==> src/rtl/cpf_pkg.sv <==
package cpf_pkg;

  localparam int REG_INDEX_BITS = 3;

  localparam logic [REG_INDEX_BITS-1:0] REG_BASE_COLOR  = 3'd0;
  localparam logic [REG_INDEX_BITS-1:0] REG_GOAL_COLOR  = 3'd1;
  localparam logic [REG_INDEX_BITS-1:0] REG_DURATION    = 3'd2;
  localparam logic [REG_INDEX_BITS-1:0] REG_SPEED       = 3'd3;
  localparam logic [REG_INDEX_BITS-1:0] REG_START_DELAY = 3'd4;
  localparam logic [REG_INDEX_BITS-1:0] REG_END_DELAY   = 3'd5;
  localparam logic [REG_INDEX_BITS-1:0] REG_LOOP_ENABLE = 3'd6;

  localparam int SPEED_BITS = 16;
  localparam int SPEED_FRAC = 8;
  localparam logic [SPEED_BITS-1:0] SPEED_UNITY = 16'd256;

  localparam int LANES = 4;

endpackage

==> src/rtl/cpf_if.sv <==
interface cpf_frame_if #(
  parameter int TIME_BITS = 16
);
  logic                 valid;
  logic                 ready;
  logic [TIME_BITS-1:0] frame_time;

  modport source (output valid, output frame_time, input ready);
  modport sink (input valid, input frame_time, output ready);
endinterface

interface cpf_color_if #(
  parameter int CHANNEL_BITS = 8
);
  logic                    valid;
  logic                    ready;
  logic [CHANNEL_BITS-1:0] red;
  logic [CHANNEL_BITS-1:0] green;
  logic [CHANNEL_BITS-1:0] blue;
  logic [CHANNEL_BITS-1:0] alpha;
  logic                    finished;

  modport source (output valid, output red, output green, output blue, output alpha,
                  output finished, input ready);
  modport sink (input valid, input red, input green, input blue, input alpha,
                input finished, output ready);
endinterface

==> src/rtl/color_ping_pong_fade.sv <==
// Ping-pong RGBA colour fade, advanced once per display frame.
// The frame channel carries the ticks since the previous frame; each transfer
// on it is one frame. The colour channel returns the colour at the start of
// that frame and the finished flag. While the start delay is pending a frame
// gives no colour and the block stays ready.
// Once the fade has completed without looping, the goal colour is returned
// through the done state without the multiply and divide.
// A fading frame runs a bit-serial
// 16-step multiply for the speed product and the four channel products,
// then a CHANNEL_BITS-step restoring divide by the duration in four lanes.
// A new frame is taken only once the colour of the last one is in the output
// register. A finished colour waits there, so the next frame can be taken
// while the receiver stalls; a colour that finds that register still full
// waits until it is free. The user must write registers through the plain
// write port only while the block is idle; the block itself does not
// enforce this. Reset loads the register defaults and clears the fade
// state, so the fade restarts from the base colour.
module color_ping_pong_fade #(
  parameter int TIME_BITS = 16,
  parameter int CHANNEL_BITS = 8,
  localparam int CFG_BITS = (4 * CHANNEL_BITS > TIME_BITS)
                            ? ((4 * CHANNEL_BITS > cpf_pkg::SPEED_BITS)
                               ? 4 * CHANNEL_BITS : cpf_pkg::SPEED_BITS)
                            : ((TIME_BITS > cpf_pkg::SPEED_BITS)
                               ? TIME_BITS : cpf_pkg::SPEED_BITS)
) (
  input  logic                               clk,
  input  logic                               rst,
  input  logic                               write_enable,
  input  logic [cpf_pkg::REG_INDEX_BITS-1:0] reg_index,
  input  logic [CFG_BITS-1:0]                write_data,
  cpf_frame_if.sink                          frame,
  cpf_color_if.source                        color
);

  localparam int TB = TIME_BITS;
  localparam int CB = CHANNEL_BITS;
  localparam int SB = cpf_pkg::SPEED_BITS;
  localparam int NL = cpf_pkg::LANES;
  localparam int CW = NL * CB;
  localparam int ACC_BITS = CB + TB;
  localparam int PROD_BITS = TB + SB;
  localparam int STEP_BITS = PROD_BITS - cpf_pkg::SPEED_FRAC;
  localparam int CNT_BITS = $clog2(SB);
  localparam logic [CNT_BITS-1:0] MUL_LAST = CNT_BITS'(SB - 1);
  localparam logic [CNT_BITS-1:0] DIV_LAST = CNT_BITS'(CB - 1);

  typedef enum logic [1:0] {
    S_IDLE,
    S_MUL,
    S_DIV,
    S_DONE
  } state_t;

  logic [CW-1:0] base_color;
  logic [CW-1:0] goal_color;
  logic [TB-1:0] duration;
  logic [SB-1:0] speed;
  logic [TB-1:0] start_delay;
  logic [TB-1:0] end_delay;
  logic          loop_enable;

  state_t        state;
  logic [TB-1:0] start_waited;
  logic [TB-1:0] end_waited;
  logic [TB-1:0] elapsed;
  logic          reverse_leg;
  logic          completed;
  logic          done_flag;

  logic [CNT_BITS-1:0]          cnt;
  logic [TB-1:0]                frame_time_q;
  logic [SB-1:0]                speed_sh;
  logic [PROD_BITS-1:0]         prod;
  logic [TB-1:0]                elapsed_clamp;
  logic [TB-1:0]                remain;
  logic                         hold_q;
  logic [NL-1:0][SB-1:0]        lo_sh;
  logic [NL-1:0][SB-1:0]        hi_sh;
  logic [NL-1:0][ACC_BITS-1:0]  acc;

  logic          out_valid;
  logic [CB-1:0] out_red;
  logic [CB-1:0] out_green;
  logic [CB-1:0] out_blue;
  logic [CB-1:0] out_alpha;
  logic          out_finished;

  logic [CW-1:0]               from_color;
  logic [CW-1:0]               to_color;
  logic [NL-1:0][CB-1:0]       lo_ch;
  logic [NL-1:0][CB-1:0]       hi_ch;
  logic [NL-1:0][CB-1:0]       lane_result;
  logic [NL-1:0][ACC_BITS-1:0] acc_mul_next;
  logic [NL-1:0][ACC_BITS-1:0] acc_div_next;
  logic [NL-1:0][TB:0]         div_trial;
  logic [NL-1:0][TB:0]         div_diff;
  logic [PROD_BITS-1:0]        prod_next;
  logic [TB:0]                 start_sum;
  logic [TB:0]                 end_sum;
  logic [TB:0]                 elapsed_next;
  logic [TB-1:0]               clamp_now;
  logic                        in_xfer;
  logic                        out_free;

  always_ff @(posedge clk) begin
    if (rst) begin
      base_color  <= '0;
      goal_color  <= '1;
      duration    <= TB'(1024);
      speed       <= cpf_pkg::SPEED_UNITY;
      start_delay <= '0;
      end_delay   <= '0;
      loop_enable <= 1'b0;
    end else if (write_enable) begin
      case (reg_index)
        cpf_pkg::REG_BASE_COLOR:  base_color  <= write_data[CW-1:0];
        cpf_pkg::REG_GOAL_COLOR:  goal_color  <= write_data[CW-1:0];
        cpf_pkg::REG_DURATION:    duration    <= write_data[TB-1:0];
        cpf_pkg::REG_SPEED:       speed       <= write_data[SB-1:0];
        cpf_pkg::REG_START_DELAY: start_delay <= write_data[TB-1:0];
        cpf_pkg::REG_END_DELAY:   end_delay   <= write_data[TB-1:0];
        cpf_pkg::REG_LOOP_ENABLE: loop_enable <= write_data[0];
        default: ;
      endcase
    end
  end

  assign frame.ready  = (state == S_IDLE);
  assign in_xfer      = frame.valid && (state == S_IDLE);
  assign out_free     = !out_valid || color.ready;

  assign from_color = reverse_leg ? goal_color : base_color;
  assign to_color   = reverse_leg ? base_color : goal_color;
  assign clamp_now  = (elapsed > duration) ? duration : elapsed;
  assign start_sum  = {1'b0, start_waited} + {1'b0, frame.frame_time};
  assign end_sum    = {1'b0, end_waited} + {1'b0, frame.frame_time};
  assign prod_next  = {prod[PROD_BITS-2:0], 1'b0}
                      + (speed_sh[SB-1] ? PROD_BITS'(frame_time_q) : '0);
  assign elapsed_next = ({{(STEP_BITS + 1 - TB){1'b0}}, elapsed}
                         + {1'b0, prod[PROD_BITS-1:cpf_pkg::SPEED_FRAC]}
                         >= (STEP_BITS + 1)'(duration))
                        ? {1'b1, {TB{1'b0}}}
                        : {1'b0, elapsed + prod[cpf_pkg::SPEED_FRAC +: TB]};

  always_comb begin
    for (int i = 0; i < NL; i++) begin
      lo_ch[i] = from_color[(NL - 1 - i) * CB +: CB];
      hi_ch[i] = to_color[(NL - 1 - i) * CB +: CB];
      acc_mul_next[i] = {acc[i][ACC_BITS-2:0], 1'b0}
                        + (lo_sh[i][SB-1] ? ACC_BITS'(remain) : '0)
                        + (hi_sh[i][SB-1] ? ACC_BITS'(elapsed_clamp) : '0);
      div_trial[i] = acc[i][ACC_BITS-1:CB-1];
      div_diff[i]  = div_trial[i] - {1'b0, duration};
      if (div_trial[i] >= {1'b0, duration}) begin
        acc_div_next[i] = {div_diff[i][TB-1:0], acc[i][CB-2:0], 1'b1};
      end else begin
        acc_div_next[i] = {div_trial[i][TB-1:0], acc[i][CB-2:0], 1'b0};
      end
      lane_result[i] = (duration == '0) ? lo_ch[i] : acc[i][CB-1:0];
    end
  end

  always_ff @(posedge clk) begin
    if (rst) begin
      state        <= S_IDLE;
      start_waited <= '0;
      end_waited   <= '0;
      elapsed      <= '0;
      reverse_leg  <= 1'b0;
      completed    <= 1'b0;
      done_flag    <= 1'b0;
      out_valid    <= 1'b0;
      cnt          <= '0;
    end else begin
      if (out_valid && color.ready && (state != S_DONE)) begin
        out_valid <= 1'b0;
      end
      case (state)
        S_IDLE: begin
          if (in_xfer) begin
            if (start_waited < start_delay) begin
              start_waited <= start_sum[TB] ? '1 : start_sum[TB-1:0];
            end else if (!loop_enable && completed) begin
              if (end_waited < end_delay) begin
                end_waited <= end_sum[TB] ? '1 : end_sum[TB-1:0];
              end else begin
                done_flag <= 1'b1;
              end
              hold_q <= 1'b1;
              state  <= S_DONE;
            end else begin
              hold_q        <= 1'b0;
              frame_time_q  <= frame.frame_time;
              speed_sh      <= speed;
              prod          <= '0;
              elapsed_clamp <= clamp_now;
              remain        <= duration - clamp_now;
              for (int i = 0; i < NL; i++) begin
                lo_sh[i] <= SB'(lo_ch[i]);
                hi_sh[i] <= SB'(hi_ch[i]);
                acc[i]   <= '0;
              end
              cnt   <= '0;
              state <= S_MUL;
            end
          end
        end
        S_MUL: begin
          speed_sh <= {speed_sh[SB-2:0], 1'b0};
          prod     <= prod_next;
          for (int i = 0; i < NL; i++) begin
            lo_sh[i] <= {lo_sh[i][SB-2:0], 1'b0};
            hi_sh[i] <= {hi_sh[i][SB-2:0], 1'b0};
            acc[i]   <= acc_mul_next[i];
          end
          if (cnt == MUL_LAST) begin
            cnt   <= '0;
            state <= S_DIV;
          end else begin
            cnt <= cnt + 1'b1;
          end
        end
        S_DIV: begin
          for (int i = 0; i < NL; i++) begin
            acc[i] <= acc_div_next[i];
          end
          if (cnt == DIV_LAST) begin
            cnt   <= '0;
            state <= S_DONE;
          end else begin
            cnt <= cnt + 1'b1;
          end
        end
        S_DONE: begin
          if (out_free) begin
            out_valid    <= 1'b1;
            out_finished <= done_flag;
            if (hold_q) begin
              out_red   <= goal_color[3 * CB +: CB];
              out_green <= goal_color[2 * CB +: CB];
              out_blue  <= goal_color[CB +: CB];
              out_alpha <= goal_color[0 +: CB];
            end else begin
              out_red   <= lane_result[0];
              out_green <= lane_result[1];
              out_blue  <= lane_result[2];
              out_alpha <= lane_result[3];
              if (elapsed_next[TB]) begin
                elapsed     <= '0;
                reverse_leg <= !reverse_leg;
                completed   <= 1'b1;
              end else begin
                elapsed <= elapsed_next[TB-1:0];
              end
            end
            state <= S_IDLE;
          end
        end
        default: state <= S_IDLE;
      endcase
    end
  end

  assign color.valid    = out_valid;
  assign color.red      = out_red;
  assign color.green    = out_green;
  assign color.blue     = out_blue;
  assign color.alpha    = out_alpha;
  assign color.finished = out_finished;

endmodule

==> src/flat_wrapper.sv <==
// flat-port wrapper written by rule: the top's interface ports become plain ports
module color_ping_pong_fade_flat 
#(
  parameter int TIME_BITS = 16,
  parameter int CHANNEL_BITS = 8,
  localparam int CFG_BITS = (4 * CHANNEL_BITS > TIME_BITS)
                            ? ((4 * CHANNEL_BITS > cpf_pkg::SPEED_BITS)
                               ? 4 * CHANNEL_BITS : cpf_pkg::SPEED_BITS)
                            : ((TIME_BITS > cpf_pkg::SPEED_BITS)
                               ? TIME_BITS : cpf_pkg::SPEED_BITS)
)
  (clk, rst, write_enable, reg_index, write_data, frame_valid, frame_frame_time, frame_ready, color_valid, color_red, color_green, color_blue, color_alpha, color_finished, color_ready);
  cpf_frame_if #(.TIME_BITS(TIME_BITS)) frame_i ();
  cpf_color_if #(.CHANNEL_BITS(CHANNEL_BITS)) color_i ();
  input  logic clk;
  input  logic rst;
  input  logic write_enable;
  input  logic [cpf_pkg::REG_INDEX_BITS-1:0] reg_index;
  input  logic [CFG_BITS-1:0] write_data;
  input wire logic [$bits(frame_i.valid)-1:0] frame_valid;
  input wire logic [$bits(frame_i.frame_time)-1:0] frame_frame_time;
  output wire logic [$bits(frame_i.ready)-1:0] frame_ready;
  output wire logic [$bits(color_i.valid)-1:0] color_valid;
  output wire logic [$bits(color_i.red)-1:0] color_red;
  output wire logic [$bits(color_i.green)-1:0] color_green;
  output wire logic [$bits(color_i.blue)-1:0] color_blue;
  output wire logic [$bits(color_i.alpha)-1:0] color_alpha;
  output wire logic [$bits(color_i.finished)-1:0] color_finished;
  input wire logic [$bits(color_i.ready)-1:0] color_ready;
  assign frame_i.valid = frame_valid;
  assign frame_i.frame_time = frame_frame_time;
  assign frame_ready = frame_i.ready;
  assign color_valid = color_i.valid;
  assign color_red = color_i.red;
  assign color_green = color_i.green;
  assign color_blue = color_i.blue;
  assign color_alpha = color_i.alpha;
  assign color_finished = color_i.finished;
  assign color_i.ready = color_ready;
  color_ping_pong_fade #(.TIME_BITS(TIME_BITS), .CHANNEL_BITS(CHANNEL_BITS)) u_core (.clk(clk), .rst(rst), .write_enable(write_enable), .reg_index(reg_index), .write_data(write_data), .frame(frame_i), .color(color_i));
endmodule
==> config.mk <==
export PLATFORM = sky130hd
export DESIGN_NAME = color_ping_pong_fade_flat
export DESIGN_NICKNAME = d
export VERILOG_FILES = /design/src/rtl/cpf_pkg.sv /design/src/rtl/cpf_if.sv /design/src/rtl/color_ping_pong_fade.sv /design/src/flat_wrapper.sv
export SDC_FILE = /design/constraint.sdc
export NUM_CORES = 2
export LEC_CHECK = 0
export ABC_AREA = 1
export CORE_MARGIN = 3
export CORE_UTILIZATION = 30
export CTS_BUF_LIST = sky130_fd_sc_hd__clkbuf_4 sky130_fd_sc_hd__clkbuf_8
export CTS_CLUSTER_DIAMETER = 100
export DETAILED_ROUTE_END_ITERATION = 10
export DONT_BUFFER_PORTS = 1
export SLEW_MARGIN = 0
export SYNTH_ARGS = -nofsm -noshare
export SYNTH_HDL_FRONTEND = slang
export SYNTH_SLANG_ARGS = --single-unit
==> constraint.sdc <==
create_clock -name clk -period 23.8 [get_ports clk]
set_clock_uncertainty 0.05 [all_clocks]
set_input_delay 3.57 -clock clk [delete_from_list [all_inputs] [get_ports clk]]
set_output_delay 3.57 -clock clk [all_outputs]
set_load 0.01 [all_outputs]
==> summary.md <==
| Metric | Value |
|---|---|
| Outcome | complete, no violations |
| Required @ worst endpoint | roughly 24 ns |
| Startpoint Class | primary input |
| Most frequent cells in the layout | nand2_1, inv_1, a21oi_1, o21ai_0, edfxtp_1 |
| Reg clk slew, reported paths | approximately 0.060 ns |
| Synth cell types | 56 |
| TritonCTS buffer count | 98 |
| Setup slack after layout | around 18 ns |
| Met1 Usage GRT | 23.1% |
| Fraction of layout cells with a size suffix above 1 | 6.27% |
| GRT overflow | 0 |
| H-tree levels | 3 |
| Register area share after synthesis | between 30 and 40% |
| Async SR Flop Fraction | 0% |
| Worst Tran Pin Value | 1.08 ns |
| Gpl congestion | approximately 0.94 |
| Crit Path Category | in2reg |
| M3 GR Usage | under 10% |
| Core Area | between 100000 and 150000 um2 |
| Peak supply drop | around 54 uV |
| Synth Cell Area | roughly 37000 um2 |
| Post-Synthesis Net Count | 5155 |
| CP max FO | a little under 80 |
| FP Rows | about 130 |
| Register area | about 14000 um2 |
| Filler Cells Inserted | between 10000 and 15000 |
| Post-synth EDFFs | around 350 |
| Post-CTS Setup Inserts | 0 |
| Clock tree buffer depth | 3 |
| Clk_lat worst skew | between 0.7 and 0.8 ns |
| Top_reg_cell synth | edfxtp_1 |
| Final Setup Violations | 0 |
| GRT Total Usage | 17.0% |
| Dpl hpwl | about 80000 um |
| Avg WL per Cell | between 15 and 20 um |
| Worst Setup End Kind | register |
| Fin. Hold Viols | 0 |
| Clock sinks | 541 |
| Vias in the first global route | between 30000 and 40000 |
| I/O pin cnt | 91 |
| Synth Instances | between 4000 and 5000 |
| Top Usage Layer GRT | met2 |
| Total Routed Length | around 110000 um |
| Hold_ws | 0.385 ns |
| Pre-Repair DR Iteration Count | 6 |
| Peak Freq | 0.173 GHz |
| Power density over the cells | between 100 and 150 nW/um2 |
| FF+latch count, synth | about 540 |
| Hold crit path type | reg2reg |
| Root Driver | clkbuf_8 |
| Multi-input logic area | about 20000 um2 |
| Global-route wire length before repair | 172000 um |
| Max Cap Violations | 0 |
| Worst slew margin | between 20% and 30% |
| Post-route ant nets | 0 |
| CTS tree | yes |
| Resize count post-CTS | 0 |
| Pin count of the biggest net entering global routing | about 190 |
| Area Growth Syn to Fin | 9.70% |
| Post-CTS Hold Buffers | 0 |
| Initial antenna violation count | 4 |
| Critical path's slowest cell | buf_4 |
| Residual DRC count | 0 |
| GR Util met2 | between 20% and 30% |
| Starting DRT DRC Count | 2666 |
| Most common cell after layout, fill and taps aside | nand2_1 |
| Placement Setup Slack | about 17 ns |
| Layout net count | approximately 5000 |
| Die area | approximately 130000 um2 |
| Fin Setup TNS | 0 ns |
| Critical-path cell list | nand2_1 > nand2_1 > o21ai_0 > nor4_2 > buf_4 > buf_4 |
| YS warnings | 0 |
| Drt via density | 5.02 |
| Port-buffer cells | 0 |
| Worst endpoint data arrival time | 6.06 ns |
| Die width | around 360 um |
| Final period utilization | roughly a quarter |
| Tmin final | ~5.8 ns |
| Initial core utilization | about 30% |
| Via count | 32194 |
| Leak | ~18 nW |
| Post-layout util | 33.4% |
| CP max stage delay | ~0.91 ns |
| Syn Area/Cell | 7.85 um2 |
| Unrepaired setup endpoints after global routing | false |
| Die height | roughly 360 um |
| Final Slew Violations | 0 |
==> per-stage QoR <==
stage	instances	total power (W)	instance area, um2
CTS	6409	0.00479	40900
global placement	6226	0.00380	38800
detailed placement	6226	0.00383	38800
global route	6410	0.00518	40900
finish	6410	0.00478	40900
floorplan	4749	0.00327	37300
==> per-layer routing <==
metal / part of all wire [%] / up-vias
li1: - / 15934
met1: 45 / 15136
met2: 46 / 934
met3: 6.9 / 190
met4: 2.9 / 0
met5: 0 / -
==> worst max-delay path: cells and delay by family <==
family                 cells  cell delay, ns
AND/OR/NAND/NOR            3            0.54
AO/OA/AOI/OAI              1            0.14
buffers and inverters      2            1.67
==> state kept, by name, summed over array words and instances, names as in the netlist, 4 cells and up <==
signal                count
u_core.acc               96
u_core.goal_color        32
u_core.color.green        8
u_core.speed_sh          16
u_core.frame_time_q      16
u_core.remain            16
u_core.color.red          8
u_core.elapsed           16
u_core.color.blue         8
u_core.end_waited        16
u_core.start_waited      16
u_core.speed             16
u_core.hi_sh             64
u_core.start_delay       16
u_core.duration          16
u_core.color.alpha        8
u_core.elapsed_clamp     16
u_core.end_delay         16
u_core.prod              32
u_core.base_color        32
u_core.cnt                4
u_core.lo_sh             64
==> where the power goes <==
| part | leakage (nW) | total [W] | switching, W | internal (W) |
|---|---|---|---|---|
| logic | 12.0 | 0.00230 | 0.00154 | 0.000761 |
| clock network | 1.09 | 0.000933 | 0.000424 | 0.000509 |
| registers | 4.80 | 0.00154 | 0.000234 | 0.00131 |
| total | 17.8 | 0.00478 | 0.00219 | 0.00258 |
==> worst paths after layout <==
kind,from,end,slack [ns],depth (start not counted)
min reg2reg,u_core.done_flag$_SDFFE_PP0P_,u_core.color.finished$_DFFE_PP_,0.39,0
min,u_core.done_flag$_SDFFE_PP0P_,u_core.color.finished$_DFFE_PP_,0.39,0
max reg2reg,u_core.duration[9]$_SDFFE_PP0P_,u_core.remain[13]$_DFFE_PP_,18.62,21
max,frame_valid,u_core.lo_sh[11]$_SDFFCE_PN0P_,18.03,6
==> final cells by class <==
cell class,instances,area share (%)
flip-flops and latches,541,35.2
multi-input cells,3363,48.1
well taps,1625,4.97
repair buffers,26,0.508
clock inverters,41,0.744
clock buffers,142,4.29
diodes,1,0.00612
inverters,671,6.17
==> kinds of logic (layout without fill, tap and decap cells) <==
| logic type | after synthesis | count (layout) | synth area share, % |
|---|---|---|---|
| AOI/OAI and AO/OA | 1257 | 1257 | 18.4 |
| other | 0 | 1 | 0 |
| DFF | 541 | 541 | 38.6 |
| and+or+nand+nor | 1653 | 1653 | 18.6 |
| xor gates and xnor gates | 103 | 103 | 2.42 |
| adders and majority gates | 350 | 350 | 13.2 |
| buffers and inverters | 845 | 880 | 8.76 |
==> synth_stat cells, types with 34 or more instances <==
| cell | instances | area (um2) |
|---|---|---|
| ha_1 | 277 | 3470 |
| xor2_1 | 55 | 482 |
| fa_1 | 73 | 1460 |
| nand2_1 | 1005 | 3770 |
| a21oi_1 | 572 | 2860 |
| nand3_1 | 171 | 856 |
| xnor2_1 | 48 | 420 |
| nor3_1 | 34 | 170 |
| clkbuf_1 | 149 | 559 |
| nor2_1 | 307 | 1150 |
| inv_1 | 658 | 2470 |
| o211ai_1 | 89 | 668 |
| dfxtp_1 | 187 | 3740 |
| nand4_1 | 44 | 275 |
| o21ai_0 | 444 | 2220 |
| edfxtp_1 | 354 | 10600 |
(Power assumes the default switching activity.)
